--- config.mk ---
export PLATFORM = sky130hd
export DESIGN_NAME = request_tag_tracker
export DESIGN_NICKNAME = d
export VERILOG_FILES = /design/src/rtl/rtt_pkg.sv /design/src/rtl/rtt_store.sv /design/src/rtl/request_tag_tracker.sv
export SDC_FILE = /design/constraint.sdc
export NUM_CORES = 2
export LEC_CHECK = 0
export BUFFER_PORTS_ARGS = -buffer_cell sky130_fd_sc_hd__buf_2
export CAP_MARGIN = 10
export CORE_ASPECT_RATIO = 0.8
export CORE_MARGIN = 2
export CORE_UTILIZATION = 55
export CTS_CLUSTER_SIZE = 12
export DETAILED_ROUTE_END_ITERATION = 7
export PLACE_DENSITY = 0.68
export SLEW_MARGIN = 20
export SYNTH_ARGS = -nofsm -noshare
export SYNTH_HDL_FRONTEND = slang
export SYNTH_SLANG_ARGS = --single-unit
--- constraint.sdc ---
create_clock -name clk -period 9.4 [get_ports clk]
set_clock_uncertainty 0.2 [all_clocks]
set_input_delay 1.41 -clock clk [delete_from_list [all_inputs] [get_ports clk]]
set_output_delay 1.41 -clock clk [all_outputs]
set_load 0.02 [all_outputs]
--- src/rtl/rtt_pkg.sv ---
// Package for the request tag tracker: item structs, request and status codes.
// Used by rtt_store and request_tag_tracker.

package rtt_pkg;

  localparam int TAGS_DEF = 256;
  localparam int TAG_BITS = 16;
  localparam int OP_BITS  = 8;

  localparam logic [2:0] REQ_RESERVE    = 3'd0;
  localparam logic [2:0] REQ_RESPONSE   = 3'd1;
  localparam logic [2:0] REQ_COMPLETION = 3'd2;
  localparam logic [2:0] REQ_ERROR      = 3'd3;
  localparam logic [2:0] REQ_CANCEL     = 3'd4;

  localparam logic [1:0] ST_OK      = 2'd0;
  localparam logic [1:0] ST_UNKNOWN = 2'd1;
  localparam logic [1:0] ST_FULL    = 2'd2;
  localparam logic [1:0] ST_IGNORED = 2'd3;

  typedef struct packed {
    logic [2:0]          req_type;
    logic [OP_BITS-1:0]  op_code;
    logic [TAG_BITS-1:0] tag_in;
    logic                has_values;
  } req_t;

  typedef struct packed {
    logic [1:0]          status;
    logic [TAG_BITS-1:0] tag_out;
    logic [OP_BITS-1:0]  stored_op;
  } rsp_t;

  // Control from the sequencer to the tag store.
  typedef struct packed {
    logic occ_we;
    logic occ_wdata;
    logic op_we;
    logic rd_en;
  } store_ctl_t;

endpackage

--- src/rtl/rtt_store.sv ---
// Tag store: occupancy bit and opcode per tag, one write and one registered read per cycle.
// Depends on rtt_pkg.

module rtt_store #(
  parameter int TAGS  = rtt_pkg::TAGS_DEF,
  parameter int TAG_W = $clog2(TAGS)
) (
  input  logic                      clk,
  input  rtt_pkg::store_ctl_t       ctl,
  input  logic [TAG_W-1:0]          wr_addr,
  input  logic [rtt_pkg::OP_BITS-1:0] op_wdata,
  input  logic [TAG_W-1:0]          rd_addr,
  output logic                      occ_rdata,
  output logic [rtt_pkg::OP_BITS-1:0] op_rdata
);
  import rtt_pkg::*;

  logic               occ_mem [TAGS];
  logic [OP_BITS-1:0] op_mem  [TAGS];

  always_ff @(posedge clk) begin
    if (ctl.occ_we) begin
      occ_mem[wr_addr] <= ctl.occ_wdata;
    end
    if (ctl.rd_en) begin
      occ_rdata <= occ_mem[rd_addr];
    end
  end

  always_ff @(posedge clk) begin
    if (ctl.op_we) begin
      op_mem[wr_addr] <= op_wdata;
    end
    if (ctl.rd_en) begin
      op_rdata <= op_mem[rd_addr];
    end
  end

endmodule

--- src/rtl/request_tag_tracker.sv ---
// Request tag tracker top level: sequencer with one probe unit walking the tag store.
// Depends on rtt_pkg and rtt_store.
//
//   channel | direction | handshake             | payload
//   --------+-----------+-----------------------+--------------------------------
//   req     | in        | req_valid / req_ready | req_type, op_code, tag_in, has_values
//   rsp     | out       | rsp_valid / rsp_ready | status, tag_out, stored_op
//
// After reset the occupancy map is cleared one tag per cycle, with req_ready low until it is done.
// Ignored items and out-of-range tags answer in the cycle after the beat; free items first read the store in S_LOOKUP.
// A reserve probes tags in S_SEARCH, one store read per cycle, up to
// TAGS tags when the table is full. One item is in flight at a time; req_ready needs the result
// register empty or draining, so a stalled rsp holds off the next req beat.

module request_tag_tracker #(
  parameter int TAGS = rtt_pkg::TAGS_DEF
) (
  input  logic          clk,
  input  logic          rst,
  input  logic          req_valid,
  output logic          req_ready,
  input  rtt_pkg::req_t req,
  output logic          rsp_valid,
  input  logic          rsp_ready,
  output rtt_pkg::rsp_t rsp
);
  import rtt_pkg::*;

  localparam int TAG_W = $clog2(TAGS);
  localparam logic [TAG_W-1:0]    LAST     = TAG_W'(TAGS - 1);
  localparam logic [TAG_BITS:0]   TAGS_EXT = (TAG_BITS + 1)'(TAGS);

  localparam logic [2:0] S_CLEAR  = 3'd0;
  localparam logic [2:0] S_IDLE   = 3'd1;
  localparam logic [2:0] S_SEARCH = 3'd2;
  localparam logic [2:0] S_LOOKUP = 3'd3;

  logic [2:0]          state, state_next;
  logic [TAG_W-1:0]    clr_addr;
  logic [TAG_W-1:0]    last_tag;
  logic [TAG_W-1:0]    probe;
  logic [TAG_W-1:0]    remain;
  logic [OP_BITS-1:0]  op_hold;
  logic [TAG_BITS-1:0] tag_hold;

  store_ctl_t          ctl;
  logic [TAG_W-1:0]    wr_addr, rd_addr;
  logic                occ_rdata;
  logic [OP_BITS-1:0]  op_rdata;

  logic                accept, is_free, in_range;
  logic [TAG_W-1:0]    probe_base, probe_inc;
  logic                finish;
  rsp_t                result;

  assign accept   = req_valid && req_ready;
  assign req_ready = (state == S_IDLE) && (!rsp_valid || rsp_ready);
  assign in_range = {1'b0, req.tag_in} < TAGS_EXT;
  assign is_free  = (req.req_type == REQ_RESPONSE) || (req.req_type == REQ_ERROR) ||
                    (req.req_type == REQ_CANCEL) ||
                    ((req.req_type == REQ_COMPLETION) && !req.has_values);

  // Shared probe unit: next tag with wrap at TAGS.
  assign probe_base = (state == S_SEARCH) ? probe : last_tag;
  assign probe_inc  = (probe_base == LAST) ? '0 : probe_base + 1'b1;

  always_comb begin
    state_next = state;
    ctl        = '0;
    wr_addr    = clr_addr;
    rd_addr    = probe_inc;
    finish     = 1'b0;
    result     = '0;
    unique case (state)
      S_CLEAR: begin
        ctl.occ_we = 1'b1;
        if (clr_addr == LAST) begin
          state_next = S_IDLE;
        end
      end
      S_IDLE: begin
        if (req.req_type != REQ_RESERVE) begin
          rd_addr = req.tag_in[TAG_W-1:0];
        end
        if (accept) begin
          priority if (req.req_type == REQ_RESERVE) begin
            ctl.rd_en  = 1'b1;
            state_next = S_SEARCH;
          end else if (is_free && in_range) begin
            ctl.rd_en  = 1'b1;
            state_next = S_LOOKUP;
          end else if (is_free) begin
            finish         = 1'b1;
            result.status  = ST_UNKNOWN;
            result.tag_out = req.tag_in;
          end else begin
            finish         = 1'b1;
            result.status  = ST_IGNORED;
            result.tag_out = req.tag_in;
          end
        end
      end
      S_SEARCH: begin
        wr_addr = probe;
        if (!occ_rdata) begin
          ctl.occ_we     = 1'b1;
          ctl.occ_wdata  = 1'b1;
          ctl.op_we      = 1'b1;
          finish         = 1'b1;
          result.status  = ST_OK;
          result.tag_out = TAG_BITS'(probe);
          state_next     = S_IDLE;
        end else if (remain == '0) begin
          finish        = 1'b1;
          result.status = ST_FULL;
          state_next    = S_IDLE;
        end else begin
          ctl.rd_en = 1'b1;
        end
      end
      S_LOOKUP: begin
        wr_addr        = tag_hold[TAG_W-1:0];
        finish         = 1'b1;
        result.tag_out = tag_hold;
        state_next     = S_IDLE;
        if (occ_rdata) begin
          ctl.occ_we       = 1'b1;
          result.status    = ST_OK;
          result.stored_op = op_rdata;
        end else begin
          result.status = ST_UNKNOWN;
        end
      end
      default: begin
        state_next = S_CLEAR;
      end
    endcase
  end

  always_ff @(posedge clk) begin
    if (rst) begin
      state     <= S_CLEAR;
      clr_addr  <= '0;
      last_tag  <= '0;
      rsp_valid <= 1'b0;
    end else begin
      state <= state_next;
      if (state == S_CLEAR) begin
        clr_addr <= clr_addr + 1'b1;
      end
      if (state == S_SEARCH && !occ_rdata) begin
        last_tag <= probe;
      end
      if (finish) begin
        rsp_valid <= 1'b1;
      end else if (rsp_ready) begin
        rsp_valid <= 1'b0;
      end
    end
  end

  // Payload registers.
  always_ff @(posedge clk) begin
    if (finish) begin
      rsp <= result;
    end
    if (accept) begin
      op_hold  <= req.op_code;
      tag_hold <= req.tag_in;
      probe    <= probe_inc;
      remain   <= LAST;
    end else if (state == S_SEARCH) begin
      probe  <= probe_inc;
      remain <= remain - 1'b1;
    end
  end

  rtt_store #(
    .TAGS  (TAGS),
    .TAG_W (TAG_W)
  ) u_store (
    .clk       (clk),
    .ctl       (ctl),
    .wr_addr   (wr_addr),
    .op_wdata  (op_hold),
    .rd_addr   (rd_addr),
    .occ_rdata (occ_rdata),
    .op_rdata  (op_rdata)
  );

  a_reserve_searches: assert property (@(posedge clk) disable iff (rst)
    (accept && req.req_type == REQ_RESERVE) |=> (state == S_SEARCH))
    else $error("reserve beat did not start a search");

  a_claim_reports_tag: assert property (@(posedge clk) disable iff (rst)
    (state == S_SEARCH && !occ_rdata) |=>
      (rsp_valid && rsp.status == ST_OK && rsp.tag_out == TAG_BITS'(last_tag)))
    else $error("claimed tag not reported or last tag not updated");

  a_search_counts_down: assert property (@(posedge clk) disable iff (rst)
    (state == S_SEARCH && occ_rdata && remain != '0) |=>
      (state == S_SEARCH && remain == $past(remain) - 1'b1))
    else $error("search try count did not advance");

  a_full_is_zero: assert property (@(posedge clk) disable iff (rst)
    (rsp_valid && rsp.status == ST_FULL) |-> (rsp.tag_out == '0 && rsp.stored_op == '0))
    else $error("full result carries nonzero fields");

  a_no_beat_in_clear: assert property (@(posedge clk) disable iff (rst)
    (state == S_CLEAR) |=> !(finish && $past(state) == S_CLEAR && state == S_IDLE && rsp_valid))
    else $error("result produced during clearing pass");

endmodule

==> results.rst <==
.. list-table::
   :header-rows: 1

   * - Metric
     - Value
   * - Worst Max-Slew Pin Slew
     - 1.316 ns
   * - Type of element launching the critical path
     - register
   * - Total number of clock tree sinks
     - around 2400
   * - Post-synthesis net count
     - 6919
   * - Vias/cell
     - 6.491
   * - Data arrival time at the worst-slack endpoint
     - just under 7 ns
   * - Count of flip-flops with a built-in enable after synthesis
     - 2371
   * - Kind of cell with the highest combined delay on the critical path
     - compound AO/OA/AOI/OAI gates
   * - Most frequent standard cell in the layout excluding fill and tap cells
     - sky130_fd_sc_hd__edfxtp_1
   * - Post-CTS Hold Fix Bufs
     - 0
   * - Overall via count from detail_route
     - roughly 60000
   * - Netlist cell types
     - 84
   * - Overall die area
     - 179200 µm²
   * - Largest net degree at the start of global routing
     - 205
   * - Power density over the cells
     - 232.2 nW/µm²
   * - Run status
     - complete, no violations
   * - Post-Synth XOR/XNOR Area
     - 0.001178
   * - Number of levels the H-tree was split into
     - 4
   * - Compound-gate portion of the synthesized area
     - 0.02610
   * - Setup tns final
     - 0 ns
   * - First-pass GRT wire length
     - 388700 µm
   * - Share of synthesized area spent on multiplexers
     - 0.05951
   * - Ports
     - 60
   * - Post-route design area
     - 105400 µm²
   * - Main combinational cell family by area after synthesis
     - simple AND/OR/NAND/NOR gates
   * - Hold violation total from the final report
     - 0
   * - Unrepaired setup endpoints after global routing
     - no
   * - Tmin final
     - 6.493 ns
   * - Fraction of post-synthesis cell area in the top cell type by area
     - 0.7364
   * - Layout Area Growth over Synthesis
     - 9.073%
   * - Biggest fanout along the worst timing path
     - 91
   * - Post-cts repair resize count
     - 0
   * - Post-CTS Setup Repair Bufs
     - 0
   * - Max transition margin
     - 0.1224
   * - Total core area
     - 174500 µm²
   * - Half-perimeter wire length of the detailed placement result
     - 152200 µm
   * - Area contributors post-synth
     - sky130_fd_sc_hd__edfxtp_1 74%, sky130_fd_sc_hd__nand2_1 6.3%, sky130_fd_sc_hd__nand3_1 4.5%
   * - Flip-flop and latch count after synthesis
     - 2398
   * - Final setup vio count
     - 0
   * - Clock Tree Root
     - sky130_fd_sc_hd__clkbuf_16
   * - Clk_lat worst skew
     - 0.86 ns
   * - Share of post-route cells with drive strength above 1
     - 0.09415
   * - Yosys top cell by area
     - sky130_fd_sc_hd__edfxtp_1
   * - DRT antenna net count
     - 0
   * - Via count of the first global-routing pass
     - 56230
   * - 1st-pass router iterations
     - 8
   * - All-layer global routing usage
     - 0.2975
   * - CP max stage cell
     - sky130_fd_sc_hd__a31oi_1
   * - Final Slew Violations
     - 0
   * - Fraction of registers with async set or reset after synthesis
     - 0
   * - Buffers added on ports
     - 59
   * - First DRT Iteration DRCs
     - 9684
   * - Timing-limited maximum frequency
     - approximately 150 MHz
   * - Detailed-route wire length
     - roughly 270000 µm
   * - Cell Area, Placed
     - 99060 µm²
   * - Row count
     - 137
   * - Post-synth top flop
     - sky130_fd_sc_hd__edfxtp_1
   * - Overall power
     - 24.49 mW
   * - Cell count after synthesis
     - 6878
   * - Tightest Hold Check Type
     - register to register
   * - Post-route core utilization
     - 0.6043
   * - Cells traversed along the worst timing path
     - inv_1 -> ha_1 -> nand2b_4 -> nand2_1 -> ha_1 -> xor2_1 -> o211a_4 -> buf_12 -> a32oi_1 -> nand4_1 -> nand3_1 -> a31oi_1 -> nor4_1 -> and4b_1
   * - Worst hold slack after final layout
     - a little under 0.3 ns
   * - Final critical-path share of the clock period
     - 0.6908
   * - Sequential element share of the synthesized area
     - 0.7420
   * - Synth Area in Adders
     - 0.001165
   * - Max Root-Sink Buffers
     - 3
   * - Post-synthesis average cell area
     - 14.06 µm²
   * - Die extent in x
     - around 470 µm
   * - Largest voltage drop on the vdd net
     - 0.0002143 V
   * - Crit Path Category
     - register to register
   * - Number of antenna violations at the first check in global routing
     - 24
   * - Nets
     - 6878
   * - TritonCTS clock tree
     - done
   * - Pleak
     - 33.54 nW
   * - Chip Height
     - 379.0 µm
   * - Final weighted congestion in routability-driven placement
     - 0.9082
   * - Cell repeated most along the worst path
     - sky130_fd_sc_hd__ha_1
   * - GRT Residual Overflow
     - 0
   * - Number of design rule violations left after detail routing
     - 0
   * - Area share of and/or/nand/nor cells after synthesis
     - 0.1467
   * - Post-synthesis instance area
     - 96680 µm²
   * - Clock transition time at the flip-flop clock pins of the worst setup and hold paths
     - 0.06 ns
   * - Number of buffers inserted during clock tree synthesis
     - 226
   * - Crit path buf inv count
     - 2
   * - Yosys warnings
     - 0
   * - Worst stage delay on the critical path
     - 0.94 ns
   * - Required @ worst endpoint
     - just under 10 ns
   * - Most frequent cells in the layout
     - 2371 x sky130_fd_sc_hd__edfxtp_1, 1619 x sky130_fd_sc_hd__nand2_1, 868 x sky130_fd_sc_hd__nand3_1, 561 x sky130_fd_sc_hd__nor2_1, 229 x sky130_fd_sc_hd__clkbuf_16
   * - Starting utilization of the core area
     - 0.5540
   * - Kind of capture point of the worst setup path
     - register
   * - Wire length per cell after detailed routing
     - 29.03 µm
   * - Reported max-cap violation count
     - 0
[power by group]
part / switching [mW] / internal (mW)
logic: 3.14 / 1.23
clock network: 3.82 / 4.42
registers: 0.0314 / 11.8
total: 6.99 / 17.5
[cells in the mapped netlist (all sizes together), types with 6 or more instances]
library cell	n
and2	9
dfxtp	27
buf	234
edfxtp	2371
xor2	7
nor3	10
a222oi	8
ha	9
a31oi	40
a32oi	40
xnor2	6
a311oi	32
o21ai	17
mux2i	185
nor4	10
nand3	874
mux4	169
clkbuf	218
inv	13
nand2	1619
a221o	9
nor2	571
a22o	6
nor3b	7
a221oi	9
a22oi	63
a21oi	46
nand4	143
a211oi	9
and3	32
[sequential cells by signal, indices dropped and copies added (netlist names)]
name	count
remain	8
rsp_valid	1
rsp	26
op_hold	8
u_store.op_rdata	8
last_tag	8
tag_hold	16
probe	8
u_store.op_mem	2048
state	2
clr_addr	8
u_store.occ_mem	256
u_store.occ_rdata	1
[final cells by class]
class                           count  area [µm²]
Antenna cell                       16       40.04
Timing Repair Buffer              183        1513
Tap cell                         2293        2869
Inverter                           14       57.56
Sequential cell                  2398       71740
Clock buffer                      294        6005
Fill cell                       12970       69050
Multi-Input combinational cell   4014       22910
Clock inverter                     33       314.1
[cell families after synthesis]
logic type	count (synthesis)
multiplexers	358
AND/OR/NAND/NOR	3305
XOR/XNOR	13
flip-flops	2398
AO/OA/AOI/OAI	329
adder cells (fa/ha/maj)	9
buffers and inverters	466
[worst reg2reg max path, cell delays in order (launching register included)]
cell	delay [ns]
sky130_fd_sc_hd__dfxtp_1	0.38
sky130_fd_sc_hd__inv_1	0.15
sky130_fd_sc_hd__ha_1	0.76
sky130_fd_sc_hd__nand2b_4	0.36
sky130_fd_sc_hd__nand2_1	0.08
sky130_fd_sc_hd__ha_1	0.29
sky130_fd_sc_hd__xor2_1	0.76
sky130_fd_sc_hd__o211a_4	0.64
sky130_fd_sc_hd__buf_12	0.58
sky130_fd_sc_hd__a32oi_1	0.28
sky130_fd_sc_hd__nand4_1	0.14
sky130_fd_sc_hd__nand3_1	0.25
sky130_fd_sc_hd__a31oi_1	0.95
sky130_fd_sc_hd__nor4_1	0.19
sky130_fd_sc_hd__and4b_1	0.27
[metal layers]
metal,track usage,up-vias,share of wire
li1,-,25460,-
met1,0.4341,30070,0.40
met2,0.4267,3882,0.44
met3,0.08242,586,0.13
met4,0.1174,24,0.038
met5,0,-,0.00075
[per-stage QoR]
stage | instances | worst slack [ns]
floorplan | 6878 | 2.104
global placement | 8899 | 2.858
detailed placement | 8902 | 3.103
CTS | 9229 | 3.138
global route | 9233 | 2.749
finish | 9245 | 2.907
[worst paths after layout]
kind | start | to | slack, ns | cells after the start
max | state[0] | u_store.op_rdata[0] | 2.91 | 14
min | last_tag[7] | last_tag[7] | 0.29 | 2
max reg2reg | state[0] | u_store.op_rdata[0] | 2.91 | 14
min reg2reg | last_tag[7] | last_tag[7] | 0.29 | 2
(Power assumes the default switching activity.)
